File: src/rtl/eep_pkg.sv
// Shared constants, register indexes and the control/status structs of the
// EMG envelope detector. Used by eep_engine and emg_envelope_percent.
package eep_pkg;

  // Fixed-point formats: sample magnitude, envelope fraction, EMA coefficient.
  localparam int SAMPLE_BITS = 12;
  localparam int FRAC_BITS   = 16;
  localparam int ALPHA_W     = 16;
  localparam int ENV_W       = SAMPLE_BITS + FRAC_BITS;

  // Accumulator holds env << ALPHA_W plus a signed alpha*(x_fx - env) term.
  localparam int ACC_W       = ENV_W + ALPHA_W + 2;

  // Percent output: quotient bits and the scale factor of full range.
  localparam int PCT_W       = 7;
  localparam int PCT_SCALE   = 100;
  localparam int REM_W       = ENV_W + PCT_W;

  // Block length register and the sample counter that can hold 256.
  localparam int BLK_W       = 8;
  localparam int CNT_W       = BLK_W + 1;

  // Step counter of the sequencer, sized for the longer of the two loops.
  localparam int STEP_W      = $clog2(ALPHA_W);

  // Configuration bus.
  localparam int DATA_W      = 32;
  localparam int ADDR_W      = 4;

  // Register reset values.
  localparam logic [SAMPLE_BITS-1:0] DC_OFFSET_RST = SAMPLE_BITS'(1280);
  localparam logic [ALPHA_W-1:0]     ALPHA_RST     = ALPHA_W'(1966);
  localparam logic [SAMPLE_BITS-1:0] CEILING_RST   = SAMPLE_BITS'(220);
  localparam logic [BLK_W-1:0]       BLOCK_LEN_RST = BLK_W'(10);

  // Register indexes (byte address bits [3:2]).
  typedef enum logic [1:0] {
    REG_DC_OFFSET = 2'd0,
    REG_ALPHA     = 2'd1,
    REG_CEILING   = 2'd2,
    REG_BLOCK_LEN = 2'd3
  } reg_idx_t;

  // Command from the top level to the engine.
  typedef struct packed {
    logic                   start;
    logic                   block_end;
    logic                   ack;
    logic [SAMPLE_BITS-1:0] x;
    logic [ALPHA_W-1:0]     alpha;
    logic [SAMPLE_BITS-1:0] ceiling;
  } eep_cmd_t;

  // Status from the engine back to the top level.
  typedef struct packed {
    logic                   idle;
    logic                   done;
    logic [PCT_W-1:0]       percent;
    logic [SAMPLE_BITS-1:0] level;
  } eep_sts_t;

endpackage

File: src/rtl/emg_envelope_percent.sv
// Top level of the EMG envelope detector: configuration registers, block
// counter, input/output handshakes and the result register.
// Depends on eep_pkg and eep_engine.
//
//   Channel  Direction  Handshake               Payload
//   in_      input      in_valid / in_stall     in_sample
//   out_     output     out_valid / out_stall   out_percent, out_envelope_level
//   APB      config     psel, penable, pwrite   paddr, pwdata, prdata, pready
//
// A sample runs 16 shift-add steps of the EMA multiply on the shared adder,
// then an update step, and the engine returns to idle. A sample that ends a
// block goes on with a scaling step, 7 restoring divide steps on that adder
// and a done state that hands the result to the output register, waiting
// there while that register is full and stalled.
// Reset (rst_n low, synchronous) loads the register defaults, clears the
// envelope and the block count. in_stall is high while the engine works or
// while a finished result waits for the output register to free up.
module emg_envelope_percent (
  input  logic                            clk,
  input  logic                            rst_n,
  input  logic                            in_valid,
  output logic                            in_stall,
  input  logic [eep_pkg::SAMPLE_BITS-1:0] in_sample,
  output logic                            out_valid,
  input  logic                            out_stall,
  output logic [eep_pkg::PCT_W-1:0]       out_percent,
  output logic [eep_pkg::SAMPLE_BITS-1:0] out_envelope_level,
  input  logic                            psel,
  input  logic                            penable,
  input  logic                            pwrite,
  input  logic [eep_pkg::ADDR_W-1:0]      paddr,
  input  logic [eep_pkg::DATA_W-1:0]      pwdata,
  output logic [eep_pkg::DATA_W-1:0]      prdata,
  output logic                            pready
);

  logic [eep_pkg::SAMPLE_BITS-1:0] dc_offset_r;
  logic [eep_pkg::ALPHA_W-1:0]     alpha_r;
  logic [eep_pkg::SAMPLE_BITS-1:0] ceiling_r;
  logic [eep_pkg::BLK_W-1:0]       block_len_r;
  logic [eep_pkg::BLK_W-1:0]       count_r, count_nxt;

  logic                            out_valid_r;
  logic [eep_pkg::PCT_W-1:0]       out_percent_r;
  logic [eep_pkg::SAMPLE_BITS-1:0] out_level_r;

  eep_pkg::reg_idx_t               reg_idx;
  logic                            cfg_wr;
  logic                            in_xfer, out_free;
  logic [eep_pkg::SAMPLE_BITS-1:0] rect;
  logic [eep_pkg::CNT_W-1:0]       blk_len, count_inc;
  logic                            block_end;

  eep_pkg::eep_cmd_t cmd;
  eep_pkg::eep_sts_t sts;

  // Configuration port: always ready, write on the access cycle.
  assign pready  = 1'b1;
  assign reg_idx = eep_pkg::reg_idx_t'(paddr[3:2]);
  assign cfg_wr  = psel && penable && pwrite;

  always_ff @(posedge clk) begin
    if (!rst_n) begin
      dc_offset_r <= eep_pkg::DC_OFFSET_RST;
      alpha_r     <= eep_pkg::ALPHA_RST;
      ceiling_r   <= eep_pkg::CEILING_RST;
      block_len_r <= eep_pkg::BLOCK_LEN_RST;
    end else if (cfg_wr) begin
      case (reg_idx)
        eep_pkg::REG_DC_OFFSET: dc_offset_r <= pwdata[eep_pkg::SAMPLE_BITS-1:0];
        eep_pkg::REG_ALPHA:     alpha_r     <= pwdata[eep_pkg::ALPHA_W-1:0];
        eep_pkg::REG_CEILING:   ceiling_r   <= pwdata[eep_pkg::SAMPLE_BITS-1:0];
        eep_pkg::REG_BLOCK_LEN: block_len_r <= pwdata[eep_pkg::BLK_W-1:0];
        default: begin
          dc_offset_r <= dc_offset_r;
        end
      endcase
    end
  end

  // Register read-back.
  always_comb begin
    case (reg_idx)
      eep_pkg::REG_DC_OFFSET: prdata = eep_pkg::DATA_W'(dc_offset_r);
      eep_pkg::REG_ALPHA:     prdata = eep_pkg::DATA_W'(alpha_r);
      eep_pkg::REG_CEILING:   prdata = eep_pkg::DATA_W'(ceiling_r);
      eep_pkg::REG_BLOCK_LEN: prdata = eep_pkg::DATA_W'(block_len_r);
      default:                prdata = '0;
    endcase
  end

  // Input transfer, rectification and block counting.
  assign in_stall  = !sts.idle;
  assign in_xfer   = in_valid && !in_stall;
  assign rect      = (in_sample >= dc_offset_r) ? (in_sample - dc_offset_r)
                                                : (dc_offset_r - in_sample);
  // A zero block length counts as 256 samples.
  assign blk_len   = (block_len_r == '0) ? {1'b1, {eep_pkg::BLK_W{1'b0}}}
                                         : {1'b0, block_len_r};
  assign count_inc = {1'b0, count_r} + 1'b1;
  assign block_end = (count_inc >= blk_len);
  assign count_nxt = block_end ? '0 : count_inc[eep_pkg::BLK_W-1:0];

  always_ff @(posedge clk) begin
    if (!rst_n) begin
      count_r <= '0;
    end else if (in_xfer) begin
      count_r <= count_nxt;
    end
  end

  // The result register frees up when empty or when its transfer completes.
  assign out_free = !out_valid_r || !out_stall;

  assign cmd.start     = in_xfer;
  assign cmd.block_end = block_end;
  assign cmd.ack       = out_free;
  assign cmd.x         = rect;
  assign cmd.alpha     = alpha_r;
  assign cmd.ceiling   = ceiling_r;

  eep_engine u_engine (
    .clk   (clk),
    .rst_n (rst_n),
    .cmd   (cmd),
    .sts   (sts)
  );

  // Output register.
  always_ff @(posedge clk) begin
    if (!rst_n) begin
      out_valid_r <= 1'b0;
    end else if (out_free) begin
      out_valid_r <= sts.done;
    end
  end

  always_ff @(posedge clk) begin
    if (out_free && sts.done) begin
      out_percent_r <= sts.percent;
      out_level_r   <= sts.level;
    end
  end

  assign out_valid          = out_valid_r;
  assign out_percent        = out_percent_r;
  assign out_envelope_level = out_level_r;

endmodule

File: src/rtl/eep_engine.sv
// Iterative arithmetic engine: holds the envelope, runs the EMA update as a
// shift-add multiply and the percent as a restoring divide on one adder.
// Depends on eep_pkg.
module eep_engine (
  input  logic              clk,
  input  logic              rst_n,
  input  eep_pkg::eep_cmd_t cmd,
  output eep_pkg::eep_sts_t sts
);

  typedef enum logic [5:0] {
    S_IDLE  = 6'b000001,
    S_MUL   = 6'b000010,
    S_UPD   = 6'b000100,
    S_SCALE = 6'b001000,
    S_DIV   = 6'b010000,
    S_DONE  = 6'b100000
  } state_t;

  state_t state_r, state_nxt;

  logic [eep_pkg::ENV_W-1:0]         env_r, env_nxt;
  logic [eep_pkg::ACC_W-1:0]         acc_r, acc_nxt;
  logic [eep_pkg::ACC_W-1:0]         mcand_r, mcand_nxt;
  logic [eep_pkg::ALPHA_W-1:0]       mplier_r, mplier_nxt;
  logic [eep_pkg::STEP_W-1:0]        step_r, step_nxt;
  logic                              blk_end_r, blk_end_nxt;
  logic [eep_pkg::SAMPLE_BITS-1:0]   ceil_r, ceil_nxt;
  logic [eep_pkg::REM_W-1:0]         dvs_r, dvs_nxt;
  logic [eep_pkg::PCT_W-1:0]         q_r, q_nxt;

  // Shared adder/subtractor.
  logic [eep_pkg::ACC_W-1:0] alu_a, alu_b, alu_sum;
  logic                      alu_sub;

  logic [eep_pkg::ENV_W-1:0] x_fx, ceil_fx, env_upd;

  assign x_fx    = {cmd.x, {eep_pkg::FRAC_BITS{1'b0}}};
  assign ceil_fx = {ceil_r, {eep_pkg::FRAC_BITS{1'b0}}};
  assign env_upd = acc_r[eep_pkg::ALPHA_W +: eep_pkg::ENV_W];

  // Operand selection for the shared adder of the multiply and divide steps.
  always_comb begin
    alu_a   = '0;
    alu_b   = '0;
    alu_sub = 1'b0;
    case (state_r)
      S_MUL: begin
        alu_a = acc_r;
        alu_b = mplier_r[0] ? mcand_r : '0;
      end
      S_DIV: begin
        alu_a   = acc_r;
        alu_b   = {{(eep_pkg::ACC_W - eep_pkg::REM_W){1'b0}}, dvs_r};
        alu_sub = 1'b1;
      end
      default: begin
        alu_a = '0;
      end
    endcase
    alu_sum = alu_a + (alu_sub ? ~alu_b : alu_b)
              + {{(eep_pkg::ACC_W-1){1'b0}}, alu_sub};
  end

  // Sequencer.
  always_comb begin
    state_nxt   = state_r;
    env_nxt     = env_r;
    acc_nxt     = acc_r;
    mcand_nxt   = mcand_r;
    mplier_nxt  = mplier_r;
    step_nxt    = step_r;
    blk_end_nxt = blk_end_r;
    ceil_nxt    = ceil_r;
    dvs_nxt     = dvs_r;
    q_nxt       = q_r;
    case (state_r)
      S_IDLE: begin
        // Start: acc = env << ALPHA_W, multiplicand = x_fx - env (signed).
        if (cmd.start) begin
          acc_nxt     = {{(eep_pkg::ACC_W - eep_pkg::ENV_W - eep_pkg::ALPHA_W){1'b0}},
                         env_r, {eep_pkg::ALPHA_W{1'b0}}};
          mcand_nxt   = {{(eep_pkg::ACC_W - eep_pkg::ENV_W){1'b0}}, x_fx}
                        - {{(eep_pkg::ACC_W - eep_pkg::ENV_W){1'b0}}, env_r};
          mplier_nxt  = cmd.alpha;
          step_nxt    = '0;
          blk_end_nxt = cmd.block_end;
          ceil_nxt    = cmd.ceiling;
          state_nxt   = S_MUL;
        end
      end
      S_MUL: begin
        // One coefficient bit per cycle, LSB first.
        acc_nxt    = alu_sum;
        mcand_nxt  = {mcand_r[eep_pkg::ACC_W-2:0], 1'b0};
        mplier_nxt = {1'b0, mplier_r[eep_pkg::ALPHA_W-1:1]};
        step_nxt   = step_r + 1'b1;
        if (step_r == eep_pkg::STEP_W'(eep_pkg::ALPHA_W - 1)) begin
          state_nxt = S_UPD;
        end
      end
      S_UPD: begin
        // Drop the coefficient fraction; clamp to the ceiling at block end.
        if (blk_end_r) begin
          env_nxt   = (env_upd > ceil_fx) ? ceil_fx : env_upd;
          state_nxt = S_SCALE;
        end else begin
          env_nxt   = env_upd;
          state_nxt = S_IDLE;
        end
      end
      S_SCALE: begin
        // Dividend env*100, divisor ceiling aligned to the top quotient bit.
        acc_nxt   = {{(eep_pkg::ACC_W - eep_pkg::ENV_W){1'b0}}, env_r}
                    * eep_pkg::ACC_W'(eep_pkg::PCT_SCALE);
        dvs_nxt   = {1'b0, ceil_fx, {(eep_pkg::PCT_W-1){1'b0}}};
        q_nxt     = '0;
        step_nxt  = '0;
        state_nxt = S_DIV;
      end
      S_DIV: begin
        // Restoring divide: keep the difference when it is not negative.
        if (!alu_sum[eep_pkg::ACC_W-1]) begin
          acc_nxt = alu_sum;
          q_nxt   = {q_r[eep_pkg::PCT_W-2:0], 1'b1};
        end else begin
          q_nxt   = {q_r[eep_pkg::PCT_W-2:0], 1'b0};
        end
        dvs_nxt  = {1'b0, dvs_r[eep_pkg::REM_W-1:1]};
        step_nxt = step_r + 1'b1;
        if (step_r == eep_pkg::STEP_W'(eep_pkg::PCT_W - 1)) begin
          state_nxt = S_DONE;
        end
      end
      S_DONE: begin
        if (cmd.ack) begin
          state_nxt = S_IDLE;
        end
      end
      default: begin
        state_nxt = S_IDLE;
      end
    endcase
  end

  // Control state and the envelope reset; working registers need none.
  always_ff @(posedge clk) begin
    if (!rst_n) begin
      state_r <= S_IDLE;
      env_r   <= '0;
    end else begin
      state_r <= state_nxt;
      env_r   <= env_nxt;
    end
  end

  always_ff @(posedge clk) begin
    acc_r     <= acc_nxt;
    mcand_r   <= mcand_nxt;
    mplier_r  <= mplier_nxt;
    step_r    <= step_nxt;
    blk_end_r <= blk_end_nxt;
    ceil_r    <= ceil_nxt;
    dvs_r     <= dvs_nxt;
    q_r       <= q_nxt;
  end

  // Status. A zero ceiling reports zero percent.
  assign sts.idle    = (state_r == S_IDLE);
  assign sts.done    = (state_r == S_DONE);
  assign sts.percent = (ceil_r == '0) ? '0 : q_r;
  assign sts.level   = env_r[eep_pkg::FRAC_BITS +: eep_pkg::SAMPLE_BITS];

endmodule

File: config.mk
export PLATFORM = sky130hd
export DESIGN_NAME = emg_envelope_percent
export DESIGN_NICKNAME = d
export VERILOG_FILES = /design/src/rtl/eep_pkg.sv /design/src/rtl/emg_envelope_percent.sv /design/src/rtl/eep_engine.sv
export SDC_FILE = /design/constraint.sdc
export NUM_CORES = 1
export LEC_CHECK = 0
export BUFFER_PORTS_ARGS = -buffer_cell sky130_fd_sc_hd__buf_2
export CAP_MARGIN = 20
export CORE_MARGIN = 4
export CORE_UTILIZATION = 37
export CTS_CLUSTER_DIAMETER = 80
export DETAILED_ROUTE_END_ITERATION = 8
export GPL_TIMING_DRIVEN = 0
export PLACE_DENSITY = 0.59
export SLEW_MARGIN = 20
export SYNTH_ARGS = -nofsm -noshare
export SYNTH_HDL_FRONTEND = slang
export SYNTH_SLANG_ARGS = --single-unit
File: constraint.sdc
create_clock -name clk -period 14 [get_ports clk]
set_input_delay 0 -clock clk [delete_from_list [all_inputs] [get_ports clk]]
set_output_delay 0 -clock clk [all_outputs]
set_load 0.005 [all_outputs]
== Word-level counts from Yosys, hierarchy flattened ==
Index checks and enable logic that the tools add are counted.

* $add $sub $neg: 7
* Multipliers: 1
* Order comparisons: 3
* Eq/ne operators: 16
* Mux-type cells: 29
* Bitwise gates (word level): 1
* Reduce and logical (&&, ||, !) cells: 25

{| class="wikitable"
|+ Operators with widths
! cell !! count
|-
| 46-bit two-way mux || 6
|-
| 46-bit one-hot mux with 2 select lines || 2
|-
| 46-bit one-hot mux with 4 select lines || 1
|-
| 32-bit one-hot mux with 4 select lines || 1
|-
| 35-bit one-hot mux with 2 select lines || 1
|-
| 28-bit two-way mux || 2
|-
| 46-bit by 1-bit adder with 46-bit output || 1
|-
| 46-bit adder || 1
|-
| 46-bit NOT || 1
|-
| 6-bit one-hot mux with 6 select lines || 1
|-
| 28-bit by 5-bit multiplier with 33-bit output, second input constant || 1
|-
| 16-bit one-hot mux with 2 select lines || 1
|-
| 28-bit by 28-bit subtractor with 29-bit output || 1
|-
| 28-bit greater-than comparator || 1
|-
| 6-bit two-way mux || 4
|-
| 12-bit subtractor || 2
|-
| 16-bit two-way mux || 1
|-
| 7-bit one-hot mux with 2 select lines || 1
|-
| 2-bit AND reduction || 7
|-
| 12-bit >= comparator || 1
|-
| 12-bit zero test || 1
|-
| 12-bit two-way mux || 1
|-
| 4-bit one-hot mux with 3 select lines || 1
|-
| 8-bit by 1-bit adder with 9-bit output, second input constant || 1
|-
| 29 further kinds || 41
|}

* Register bits: 277

== Logic depth before layout (Yosys ltp) ==
* Word-level depth: 8
* Gate-level depth with buffers: 22
* Depth with buffers taken out: 22

== Hierarchy ==
A second synthesis with hierarchy kept.

* Cells, all modules: 2,351
* Area, all modules: 20,925.1 µm²

{| class="wikitable"
|+ By module, submodules not included
! module !! instances !! cells each !! area each (µm²) !! seq. area each (µm²)
|-
| eep_engine || 1 || 1,773 || 15,838.9 || 5,665.4
|-
| emg_envelope_percent || 1 || 578 || 5,086.1 || 1,711.6
|}

== Worst setup path before layout ==
OpenSTA, ideal clock, no wires.

* Path kind: reg-to-reg
* From: reg u_engine.state_r[5]
* To: reg u_engine.acc_r[0] (netlist name) (enable)
* Library setup time: 0.462 ns
* Arrival: 6.208 ns
* Required time: 13.538 ns
* Slack: 7.330 ns
* Cell stages (with the launch flop): 20
* Path buffers: 4
* Period minus slack after synthesis: 6.670 ns
* Path through: dfxtp_1 -> nor4_1 -> and3b_1 -> clkbuf_1 -> and2_1 -> clkbuf_1 -> clkbuf_1 -> nand2_1 -> o21ai_0 -> ha_1 -> clkbuf_1 -> a21oi_1 -> o21ai_0 -> a221oi_1 -> nand2b_1 -> o21ai_1 -> a311oi_4 -> o41ai_4 -> xnor2_1 -> a21boi_1

* Word-level cells in the longest chain between the ends: 8

{| class="wikitable"
|+ RTL lines
! element !! line !! RTL
|-
| from (decl) || eep_engine.sv:20 || <nowiki>state_t state_r, state_nxt;</nowiki>
|-
| from (signal assigned) || eep_engine.sv:152 || <nowiki>state_r <= state_nxt;</nowiki>
|-
| 6-bit by 5-bit == test with 1-bit output / 6-bit by 2-bit == test with 1-bit output (equally long branches) || eep_engine.sv:47, eep_engine.sv:77 ||
|-
| 46-bit one-hot mux with 2 select lines || eep_engine.sv:47 || <nowiki>case (state_r)</nowiki>
|-
| 46-bit NOT || eep_engine.sv:61 || <nowiki>alu_sum = alu_a + (alu_sub ? ~alu_b : alu_b)</nowiki>
|-
| 46-bit two-way mux || eep_engine.sv:61 ||
|-
| 46-bit adder || eep_engine.sv:61 ||
|-
| 46-bit by 1-bit adder with 46-bit output || eep_engine.sv:62 || <nowiki>+ {{(eep_pkg::ACC_W-1){1'b0}}, alu_sub};</nowiki>
|-
| 2-bit inequality test (no line) || n/a ||
|-
| 3-bit AND reduction (no line) (*) || n/a ||
|-
| to (signal assigned) || eep_engine.sv:158 || <nowiki>acc_r <= acc_nxt;</nowiki>
|-
| to (decl) || eep_engine.sv:23 || <nowiki>logic [eep_pkg::ACC_W-1:0] acc_r, acc_nxt;</nowiki>
|}

Mark *: on every way between the ends. The rest lies on a longest branch, timed or not.
A chain may end at the register's enable or synchronous reset.

== Worst setup path in the final report ==
* From: reg u_engine.state_r[0]
* To: reg u_engine.acc_r[32] (netlist name) (enable)

The elaborated chain is that of the path after synthesis.

==> metrics.cfg <==
[placed_design]
portBuffers=70
pre_cts_ws_ps=7025
dpl.hpwl_mm=50.07
gp_congestion=0.9321

[layout]
num-nets-final=2667
fillers=5394
multiInputGateArea_um2=11720
areaGrowthSynthToFinish_pct=13.65
layout-drive-gt1-share=0.07980
ff_latch_area_um2=7377
antenna_cells=0

[synth]
avgSynthCellArea_um2=9.090
synth.most_common_cell=nand2_1
ys_seq_area_frac=0.3638
async_flop_share=0
yosys-top-cells-count=nand2_1, ha_1, inv_1
synth_enable_flop_cells=185
yosys_warnings=0
syn_area_um2=20280
synth.area.top_cells=edfxtp_1, ha_1, dfxtp_1, nand2_1, inv_1
synthCells=2231
yosys_most_used_dff=edfxtp_1
yosysTopAreaCell=edfxtp_1
synth-seq-cells=276
synth_cell_types=85
synth_top_area_share=0.2739

[clocking]
cts_tree=built
clkTransAtPathRegs_ps=60
cts_setup_buffers=0
ctsResizeCount=0
cts_made_buffers=35
htree_levels=2
cts_hold_buf=21
clk_path_buf_depth=3
root_buffer=clkbuf_16
cts_num_sinks=276
insertion_delay_ps=560

[worst_setup_path]
path_max_fanout=17
rr_worst_depth=17
worst_setup_path_start_kind=register
critPathRequiredTime_ps=14250
rr_endpoint=u_engine.acc_r[32]
cp-end-kind=register
cp-startpoint=u_engine.state_r[0]
reg2reg_slack_ps=7040
cp-endpoint=u_engine.acc_r[32]
critical_path_arrival_ps=7210
crit_type=reg2reg
timing.rr.start=u_engine.state_r[0]

[floorplan]
fp.coreArea_um2=54030
io_pins=109
die_w_um=242.1
start_util=0.3754
dieArea_um2=58620
fp.dieH_um=242.1
row_count=85

[timing]
slew_headroom=0.2369
hold_viol_final=0
final-max-slew-violation-count=0
clock_skew_ps=42.78
period_minus_slack_ps=6957
rsz0062_at_grt=no
report.final.setup_viol=0
max_freq_ghz=0.1437
tns_ps=0
setup_slack_ps=7043
tightest_slew_ps=1140
finalCritPeriodShare=0.4969

[global_route]
use_met1=0.2892
antenna_found_initial=0
grt_pass1_wl_mm=97.83
first_global_vias=16637
top_usage_layer=met2
met3_usage=0.03110
grt_overflow=0
grt_max_degree=38
grt_usage=0.2110
grt_use_met2=0.3479

[detailed_routing]
ant_nets=0
vias=17159
vias_per_cell=5.532
drc=0
firstDrtPassIters=6
routed_wl_mm=63.99
drt_iter0_markers=1492
post_drt_wl_per_cell_um=20.63

[flow_run]
max-cap-violations=0

[hold_path]
hold_path_class=in2reg

[power]
power_density_nw_per_um2=113.4
p_total_uw=2613
leakagePower_uw=0.01024
vdd_drop_max_v=0.00009176

[status]
status=completed

flip-flops by register name, summed over array words and instances (netlist names), 12 cells and up:
name and flops:
ceiling_r 12, dc_offset_r 12, u_engine.env_r 28, u_engine.mplier_r 16
u_engine.acc_r 46, u_engine.mcand_r 46, u_engine.ceil_r 12, alpha_r 16
out_envelope_level 12, u_engine.dvs_r 34
per-layer routing:
layer  vias to the layer above  share of wire
met3                        94          0.067
li1                       8174              -
met2                       572           0.46
met1                      8319           0.45
met4                         0          0.028
met5                         -              0
placed cells by master, fill, tap and decap left out, types with 62 or more instances in the layout:
master    count
nand3_1      62
nor2_1       88
edfxtp_1    185
o21ai_0     113
clkbuf_1     98
dfxtp_1      91
inv_1       195
ha_1        207
a21oi_1     109
nand2_1     316
buf_2        80
and2_1       96
a21o_1       81
area by class of cell:
type | instances | area share
Inverter | 195 | 0.03176
Multi-Input combinational cell | 1652 | 0.5085
Timing Repair Buffer | 96 | 0.02910
Buffer | 123 | 0.02351
Clock buffer | 56 | 0.04685
Tap cell | 696 | 0.03779
Clock inverter | 8 | 0.002443
Sequential cell | 276 | 0.3201
logic make-up after synthesis:
group | share of synthesized area
AND/OR/NAND/NOR | 0.1724
AO/OA/AOI/OAI | 0.1835
buffers and inverters | 0.06275
flip-flops | 0.3638
adder cells (fa/ha/maj) | 0.1534
XOR/XNOR | 0.04405
multiplexers | 0.01980
other | 0.0003703
worst max-delay path, cell delays in order (launching register included):
cell	delay [ps]
dfxtp_1	370
nor4_1	530
and3b_1	240
clkbuf_1	770
and2_1	230
clkbuf_1	420
clkbuf_1	380
nand2_1	100
o21ai_0	90
ha_1	160
clkbuf_1	320
nand2_1	170
nor4_1	930
a311oi_4	290
o41ai_4	610
xnor2_1	200
a21boi_4	610
buf_16	240
power by group:
| part | switching [µW] | internal (µW) |
|---|---|---|
| combinational | 355 | 189 |
| clock | 368 | 532 |
| sequential | 116 | 1050 |
worst min-delay path by stage:
stage / from / endpoint / slack, ps / cells past startpoint
after detailed placement: pwdata[9] / alpha_r[9] / 250 / 3
after floorplan: pwdata[10] / alpha_r[10] / 120 / 2
after CTS: pwrite / ceiling_r[0] / 100 / 5
final: pwrite / ceiling_r[0] / 130 / 5
after global routing: pwrite / ceiling_r[0] / 160 / 5
after global placement: pwdata[9] / alpha_r[9] / 250 / 3
metrics by stage:
| stage | hold slack (ps) | util | std cells | instance area (µm²) |
|---|---|---|---|---|
| floorplan | 124.0 | - | 2246 | 20340 |
| global placement | 248.3 | 0.3990 | 3012 | 21560 |
| detailed placement | 254.4 | 0.4016 | 3017 | 21700 |
| CTS | 101.7 | 0.4266 | 3102 | 23050 |
| global route | 160.5 | 0.4266 | 3102 | 23050 |
| finish | 130.2 | 0.4266 | 3102 | 23050 |
No activity file was read; power rests on OpenSTA's default activity.
